--- config.mk ---
export PLATFORM = sky130hd
export DESIGN_NAME = dke_ctrl
export DESIGN_NICKNAME = d
export VERILOG_FILES = /design/src/hw/rtl/dke_pkg.sv /design/src/hw/rtl/dke_ctrl.sv
export SDC_FILE = /design/constraint.sdc
export NUM_CORES = 1
export LEC_CHECK = 0
export BUFFER_PORTS_ARGS = -buffer_cell sky130_fd_sc_hd__buf_4
export CORE_AREA = 2 2 39 41
export CTS_CLUSTER_SIZE = 10
export DETAILED_ROUTE_END_ITERATION = 12
export DIE_AREA = 0 0 41 43
export SYNTH_ARGS = -nofsm -noshare
export SYNTH_HDL_FRONTEND = slang
export SYNTH_SLANG_ARGS = --single-unit
--- constraint.sdc ---
create_clock -name clock -period 1.5 [get_ports clock]
set_clock_uncertainty 0.05 [all_clocks]
set_input_delay 0.3 -clock clock [delete_from_list [all_inputs] [get_ports clock]]
set_output_delay 0.3 -clock clock [all_outputs]
set_load 0.02 [all_outputs]
--- src/hw/rtl/dke_pkg.sv ---
// shared types, constants and helper functions for the der key encoder
package dke_pkg;

   localparam int BUFFER_BYTES_DEF = 4096;
   // width of encoding positions and lengths, covers the largest store size
   localparam int POS_W = 16;
   localparam int NUM_COMP = 8;

   localparam logic [1:0] STAT_OK      = 2'd0;
   localparam logic [1:0] STAT_PENDING = 2'd1;
   localparam logic [1:0] STAT_ERROR   = 2'd2;

   localparam logic [7:0] TAG_INTEGER  = 8'h02;
   localparam logic [7:0] TAG_OCTETS   = 8'h04;
   localparam logic [7:0] TAG_SEQUENCE = 8'h30;

   localparam logic [0:0] FUNC_LOAD = 1'b0;
   localparam logic [0:0] FUNC_PULL = 1'b1;

   localparam logic [0:0] CSR_PKCS1_MODE  = 1'b0;
   localparam logic [0:0] CSR_KEY_VERSION = 1'b1;

   // controller states
   typedef enum logic [2:0] {
      ST_IDLE,
      ST_SUM,
      ST_TOT,
      ST_WALK,
      ST_READ,
      ST_DONE
   } st_type;

   // pieces of the encoding, in output order
   typedef enum logic [2:0] {
      SG_OUTER_HDR,
      SG_VER0,
      SG_ALG,
      SG_OCT_HDR,
      SG_SEQ_HDR,
      SG_VER,
      SG_INT_HDR,
      SG_INT_BODY
   } seg_type;

   typedef struct packed {
      logic load;
      logic start;
      logic sum;
      logic tot;
      logic walk;
      logic capture;
      logic emit;
   } cmd_type;

   typedef struct packed {
      logic bad;
      logic sum_done;
      logic tot_done;
      logic hit;
      logic mem;
      logic out_free;
   } sts_type;

   // tag plus length octets
   function automatic logic [2:0] hdr_size(input logic [POS_W-1:0] len);
      logic [2:0] s;
      if (len <= POS_W'(127)) s = 3'd2;
      else if (len <= POS_W'(255)) s = 3'd3;
      else s = 3'd4;
      return s;
   endfunction

   function automatic logic [7:0] hdr_byte(input logic [7:0] tag,
                                           input logic [POS_W-1:0] len,
                                           input logic [POS_W-1:0] k);
      logic [7:0] b;
      logic two;
      two = (len > POS_W'(255));
      if (k == '0) b = tag;
      else if (len <= POS_W'(127)) b = len[7:0];
      else if (k == POS_W'(1)) b = two ? 8'h82 : 8'h81;
      else if (k == POS_W'(2) && two) b = len[15:8];
      else b = len[7:0];
      return b;
   endfunction

   // rsaEncryption algorithm identifier with null parameters
   function automatic logic [7:0] alg_byte(input logic [3:0] idx);
      logic [7:0] b;
      case (idx)
         4'd0: b = 8'h30;
         4'd1: b = 8'h0D;
         4'd2: b = 8'h06;
         4'd3: b = 8'h09;
         4'd4: b = 8'h2A;
         4'd5: b = 8'h86;
         4'd6: b = 8'h48;
         4'd7: b = 8'h86;
         4'd8: b = 8'hF7;
         4'd9: b = 8'h0D;
         4'd10: b = 8'h01;
         4'd11: b = 8'h01;
         4'd12: b = 8'h01;
         4'd13: b = 8'h05;
         default: b = 8'h00;
      endcase
      return b;
   endfunction

endpackage

--- src/hw/rtl/dke_ctrl.sv ---
// controller state machine sequencing loads and pulls
module dke_ctrl (
   input  logic             clock,
   input  logic             reset,
   input  logic             req_tvalid,
   input  logic             req_func,
   input  dke_pkg::sts_type sts,
   output logic             req_tready,
   output dke_pkg::cmd_type cmd
);
   import dke_pkg::*;

   st_type state_ff, state_in;
   logic   accept;

   // state register
   always_ff @(posedge clock) begin
      if (reset) begin
         state_ff <= ST_IDLE;
      end else begin
         state_ff <= state_in;
      end
   end

   assign req_tready = (state_ff == ST_IDLE);
   assign accept     = req_tvalid & req_tready;

   // next state and commands
   always_comb begin
      state_in = state_ff;
      cmd      = '0;
      case (state_ff)
         ST_IDLE: begin
            if (accept && req_func == FUNC_LOAD) begin
               cmd.load = 1'b1;
            end
            if (accept && req_func == FUNC_PULL) begin
               cmd.start = 1'b1;
               state_in  = sts.bad ? ST_DONE : ST_SUM;
            end
         end
         ST_SUM: begin
            cmd.sum = 1'b1;
            if (sts.sum_done) state_in = ST_TOT;
         end
         ST_TOT: begin
            cmd.tot = 1'b1;
            if (sts.tot_done) state_in = ST_WALK;
         end
         ST_WALK: begin
            cmd.walk = 1'b1;
            if (sts.hit) state_in = sts.mem ? ST_READ : ST_DONE;
         end
         ST_READ: begin
            cmd.capture = 1'b1;
            state_in    = ST_DONE;
         end
         ST_DONE: begin
            if (sts.out_free) begin
               cmd.emit = 1'b1;
               state_in = ST_IDLE;
            end
         end
         default: state_in = ST_IDLE;
      endcase
   end
endmodule

==> reports/summary.md, run 1 <==
- 544 um — final HPWL from detailed placement
- 25 — Yosys cell types
- 116 ps — Post-Place Setup Slack
- 0 — count of final hold-check violations
- 44 — post-synth net total
- 0.724 — RePlAce Congestion
- 2 — clk buf depth
- 1490 ps — fin crit period
- state_ff x3 — largest registers
- 724 um — total wire length
- 12 — pin count of the biggest net entering global routing
- 21.1% — share of synthesized area occupied by flip-flops and latches
- flip-flop — startpoint kind of the worst setup timing path
- 0 — Ant. Diodes
- output port — capturing element type of the critical path
- 192 ps — worst hold margin
- 0 — gr ovfl total
- 225 ps — Least-Margin Pin Slew
- 822 nW/um^2 — Cell Pwr Density
- in2reg — worst hold path type
- 0 — Final setup violation count
- 240 ps — insertion delay to the later sink of the worst-skew pair
- 0 — max capacitance violation total
- 20.5% — effective utilization at floorplan
- 1060 um — first-pass GRT wire length
- 0 ps — Final TNS setup
- yes — clock tree from TritonCTS
- 99.1% — crit share post-route
- 36.1% — fraction of the core area covered by cells at the end of the flow
- 0.000249 uW — LEAKAGE
- sky130_fd_sc_hd__dfxtp_1, sky130_fd_sc_hd__mux2i_1, sky130_fd_sc_hd__nand2b_1, sky130_fd_sc_hd__and3b_1, sky130_fd_sc_hd__nor3b_1 — largest cells by area after synthesis
- 35.2% — clock group share of total power
- 14 — std cell rows
- 0 — DRC violation count after routing
- sky130_fd_sc_hd__clkbuf_4 — CTS Root Buffer Type
- 1150 ps — data required time at the worst endpoint
- 1 — violation count after the first detailed-routing iteration
- 31.1% — Sw Ratio
- 673 MHz — Highest Clock Rate
- finished clean — outcome
- 40 ps — clock transition time at the flip-flop clock pins of the worst setup and hold paths
- 53.4% — fraction of final layout cells sized beyond drive strength 1
- 284 um^2 — area of the mapped netlist
- 8.35 um^2 — Avg Synthesized Cell Area
- 3 — total clock sinks
- reg2out — Crit Path Category
- 0.000318 V — maximum vdd ir drop
- 75.8% — area grow syn2layout
- true — RSZ-0062 raised after global routing
- 39.8% — combinational fraction of design power
- 9.78 um — average detailed-routed wire length per instance
- 1 — H-tree Lvls
- 43 um — y dimension of the die
- 9.55% — total global-route track usage
- 4.59 — via count normalized by instance count
- 13.2 ps — crit path setup slack, layout
- state_ff — largest register by flop count
- 0 — antenna violations before repair
- 25.0% — register share of total power
- 1380 um^2 — CORE AREA
- 1140 ps — data arrival time at the worst-slack endpoint
- 0 — number of warnings printed during yosys synthesis
- 69 — count of nets after finishing
- 128 uW — net load switching power
- 0 — Max Transition Viols Final
- 3 — number of flip-flops under the largest register name
- 17 — number of buffers inserted by port buffering
- 85.0% — remaining max-slew budget at the tightest pin
- 0 — Hold-fix buffers, CTS
- 283 uW — Internal Dissipation
- sky130_fd_sc_hd__dfxtp_1 — post-synthesis cell type with the largest combined area
- 21.1% — area fraction of the dominant cell type after synthesis
- 340 — total via count in the routed design
- 279 — number of global-route vias before repair
- 2 — first drt pass iteration count
- 41 um — width of the die
- 3 — Yosys reg bits
- 34 — Mapped Cells
- 1760 um^2 — die footprint
- 18 — number of I/O pins
- 0 — Routed Antenna Nets
- 11 — largest fanout of any net on the critical path
- 3 — number of buffers added by the clock tree synthesis step
## placed cells by master, fill, tap and decap left out, types with 2 or more instances in the layout
master,n
sky130_fd_sc_hd__buf_4,21
sky130_fd_sc_hd__nand2b_1,3
sky130_fd_sc_hd__dfxtp_2,2
sky130_fd_sc_hd__buf_6,2
sky130_fd_sc_hd__nor3b_1,2
sky130_fd_sc_hd__and3b_1,2
sky130_fd_sc_hd__clkbuf_4,3
sky130_fd_sc_hd__and3_1,2
sky130_fd_sc_hd__mux2i_1,2
sky130_fd_sc_hd__nor2b_1,2
## power by group through the flow
stage	logic, uW	registers, uW	clock network, uW
2_1_floorplan	95.6	91.1	0
3_3_place_gp	147	102	0
3_5_place_dp	148	103	0
4_1_cts	165	103	152
5_1_grt	178	104	158
6_report	163	103	144
## worst paths after layout
path	startpoint	to	slack (ps)	cells past startpoint
max reg2reg	state_ff[0]	state_ff[0]	320	4
min	reset	state_ff[2]	190	2
max	state_ff[1]	cmd[6]	10	3
min reg2reg	state_ff[0]	state_ff[0]	470	2
## final cells by class
class	instances	area, um^2
Sequential cell	3	66.3
Tap cell	16	20.0
Fill cell	153	885
Timing Repair Buffer	23	180
Multi-Input combinational cell	28	206
Clock buffer	4	26.3
## cells by family after synthesis
group	Yosys count	share of synthesized area (%)
buf+inv	3	8.37
mux	2	7.05
simple gates	18	43.6
compound gates	8	19.8
flops	3	21.1
## what timing repair did
item,4_1_cts,5_1_grt
setup endpoints to repair,6,7
buffers inserted,2,0
gates resized for setup,6,0
pin swaps,1,1
## worst max-delay path: stages (launching register included)
cell                      delay (ps)
sky130_fd_sc_hd__dfxtp_2         380
sky130_fd_sc_hd__nor3_4          210
sky130_fd_sc_hd__and3b_1         190
sky130_fd_sc_hd__buf_6           120
## per-layer routing
metal,track usage (%),share of wire (%)
met1,10.6,44
met2,12.2,40
met3,5.76,14
met4,8.00,2.1
met5,0,0
## synth_stat cells (all sizes together)
cell type and instances:
nor3 2, a31oi 1, a22oi 1, nand2b 3, and2 1, or3 1
a211o 1, nor3b 2, nand2 1, dfxtp 3, and2b 1, a21oi 1
nor2b 3, and3 2, buf 3, mux2i 2, and3b 2, a211oi 1
o21ai 1, a21o 1, a32oi 1
## per-stage QoR
stage / total power [uW] / cells / area [um^2]
global placement: 249 / 68 / 444
detailed placement: 250 / 68 / 444
finish: 410 / 74 / 499
CTS: 420 / 74 / 499
global route: 441 / 74 / 499
floorplan: 187 / 34 / 290
Note: power is estimated with default switching activity, not from simulation.
==> inputs of run 2 (changes only) <==
--- a/config.mk
+++ b/config.mk
@@ -6,10 +6,13 @@
 export NUM_CORES = 1
 export LEC_CHECK = 0
 export BUFFER_PORTS_ARGS = -buffer_cell sky130_fd_sc_hd__buf_4
+export CAP_MARGIN = 20
 export CORE_AREA = 2 2 39 41
 export CTS_CLUSTER_SIZE = 10
 export DETAILED_ROUTE_END_ITERATION = 12
 export DIE_AREA = 0 0 41 43
+export MAX_ROUTING_LAYER = met4
+export PLACE_DENSITY = 0.55
 export SYNTH_ARGS = -nofsm -noshare
 export SYNTH_HDL_FRONTEND = slang
 export SYNTH_SLANG_ARGS = --single-unit
==> reports/summary.md, run 2 (synthesized netlist as in run 1, its figures left out) <==
- 654 MHz — Highest Clock Rate, -2.8%
- 11.3% — total global-route track usage, +1.8 points
- 170 ps — Post-Place Setup Slack, +54.8 ps
- negative setup slack — failing checks
- sky130_fd_sc_hd__buf_4, sky130_fd_sc_hd__buf_6, sky130_fd_sc_hd__nand2b_1, sky130_fd_sc_hd__clkbuf_4 — top library cells by usage in the layout, fill and taps aside
- 4.42 — via count normalized by instance count, -3.8%
- reset — hold path startpoint
- 0.000405 V — maximum vdd ir drop, +28%
- 310 — number of global-route vias before repair, +11%
- 3 — number of buffers added by the clock tree synthesis step, unchanged
- 1 — H-tree Lvls, unchanged
- 1150 ps — data required time at the worst endpoint, about the same
- 159 — filler cell count, +3.9%
- 2 — Final setup violation count, +2
- 0.677 — RePlAce Congestion, -6.5%
- 43 um — y dimension of the die, unchanged
- 0 — Max Transition Viols Final, unchanged
- in2reg — worst hold path type
- 102% — crit share post-route, +2.9 points
- 71 — count of nets after finishing, +2.9%
- sky130_fd_sc_hd__clkbuf_4 — CTS Root Buffer Type
- 1530 ps — fin crit period, +43.0 ps
- 1180 ps — data arrival time at the worst-slack endpoint, +40 ps
- 14 — std cell rows, unchanged
- 1760 um^2 — die footprint, unchanged
- 17 — number of buffers inserted by port buffering, unchanged
- output port — capturing element type of the critical path
- state_ff — largest register by flop count
- 3 — total clock sinks, unchanged
- state_ff x3 — largest registers
- 5 — R2R depth, +1
- 8 — pin count of the biggest net entering global routing, -4
- 41 um — width of the die, unchanged
- state_ff[0] — start of the worst register-to-register path
- state_ff[2] — FF-to-FF End
- 240 ps — insertion delay to the later sink of the worst-skew pair, about the same
- 4 — first drt pass iteration count, +2
- 0 — DRC violation count after routing, unchanged
- 18 — number of I/O pins, unchanged
- 1290 um — first-pass GRT wire length, +22%
- 571 um — final HPWL from detailed placement, +5.0%
- 766 um — total wire length, +5.8%
- 85.9% — remaining max-slew budget at the tightest pin, +0.90 points
- 3 — number of flip-flops under the largest register name, unchanged
- complete, but fails checks — outcome
- 0.000262 uW — LEAKAGE, +5.4%
- 0 — antenna violations before repair, unchanged
- 424 uW — total power consumption of the routed design, +3.4%
- yes — clock tree from TritonCTS
- state_ff[2] — Worst Hold End
- 211 ps — Least-Margin Pin Slew, -14.7 ps
- 0 — Ant. Diodes, unchanged
- -53.1 ps — Final TNS setup, -53.1 ps
- -29.8 ps — crit path setup slack, layout, -43.0 ps
- 810 nW/um^2 — Cell Pwr Density, -1.5%
- 2 — number of cells on the worst hold path, unchanged
- 336 — total via count in the routed design, -1.2%
- 2 — clk buf depth, unchanged
- 8 — violation count after the first detailed-routing iteration, +7
- true — RSZ-0062 raised after global routing
- reg2out — Crit Path Category
- 20.5% — effective utilization at floorplan, unchanged
- sky130_fd_sc_hd__buf_4 — leading cell type in the layout, fill and taps excluded
- 84.6% — area grow syn2layout
- 190 ps — worst reg-to-reg setup slack, -130 ps
- flip-flop — startpoint kind of the worst setup timing path
- 55.0% — fraction of final layout cells sized beyond drive strength 1, +1.6 points
- 0 — max capacitance violation total, unchanged
- 1380 um^2 — CORE AREA, unchanged
- 10.1 um — average detailed-routed wire length per instance, +3.0%
- 40 ps — clock transition time at the flip-flop clock pins of the worst setup and hold paths, about the same
- 0 — Hold-fix buffers, CTS, unchanged
- 0 — count of final hold-check violations, unchanged
- 188 ps — worst hold margin, -3.37 ps
- 0 — Routed Antenna Nets, unchanged
- 0 — gr ovfl total, unchanged
- 3 — largest fanout of any net on the critical path, -8
[run 2: worst max-delay path, cell delays in order, from the launching register on]
cell and delay, ps:
sky130_fd_sc_hd__dfxtp_4 340, sky130_fd_sc_hd__buf_6 120, sky130_fd_sc_hd__nor3_4 170, sky130_fd_sc_hd__and3b_1 190, sky130_fd_sc_hd__buf_6 120
[run 2: what timing repair did]
action,CTS,global route
buffers inserted,3,1
pin swaps,3,1
gates resized for setup,8,1
endpoints found under the setup margin,7,5
[run 2: how the worst max path moves through the flow]
stage / endpoint / slack [ps] / start / depth (start not counted)
after CTS: cmd[6] / -40 / state_ff[0] / 4
after global placement: cmd[3] / 180 / state_ff[1] / 3
after floorplan: cmd[6] / 90 / state_ff[2] / 3
after detailed placement: cmd[6] / 170 / state_ff[2] / 4
after global routing: cmd[5] / -100 / state_ff[0] / 4
final: cmd[6] / -30 / state_ff[0] / 4
[run 2: per-layer routing]
layer / track usage, % / up-vias / routed length, um
met5: - / - / 0
met4: 8.00 / 0 / 0
met3: 3.14 / 0 / 64
met2: 15.6 / 14 / 375
met1: 13.5 / 144 / 325
li1: - / 178 / -
[run 2: area by class of cell]
cell class              instances  area (um^2)  area share (%)
clock buffers                   4         26.3            5.01
multi-input cells              28          206            39.4
flip-flops and latches          3         68.8            13.1
well taps                      16         20.0            3.82
repair buffers                 25          203            38.7
[run 2: through the flow]
step	instance area [um^2]	utilization [%]	cells
after floorplan	290	-	34
after global placement	444	32.1	68
after detailed placement	444	32.1	68
after CTS	513	37.1	75
after global routing	524	37.9	76
final	524	37.9	76
[run 2: where the power goes]
group          internal [uW]  switching [uW]
combinational            106            77.2
clock                   99.9            44.4
sequential              87.7            9.65
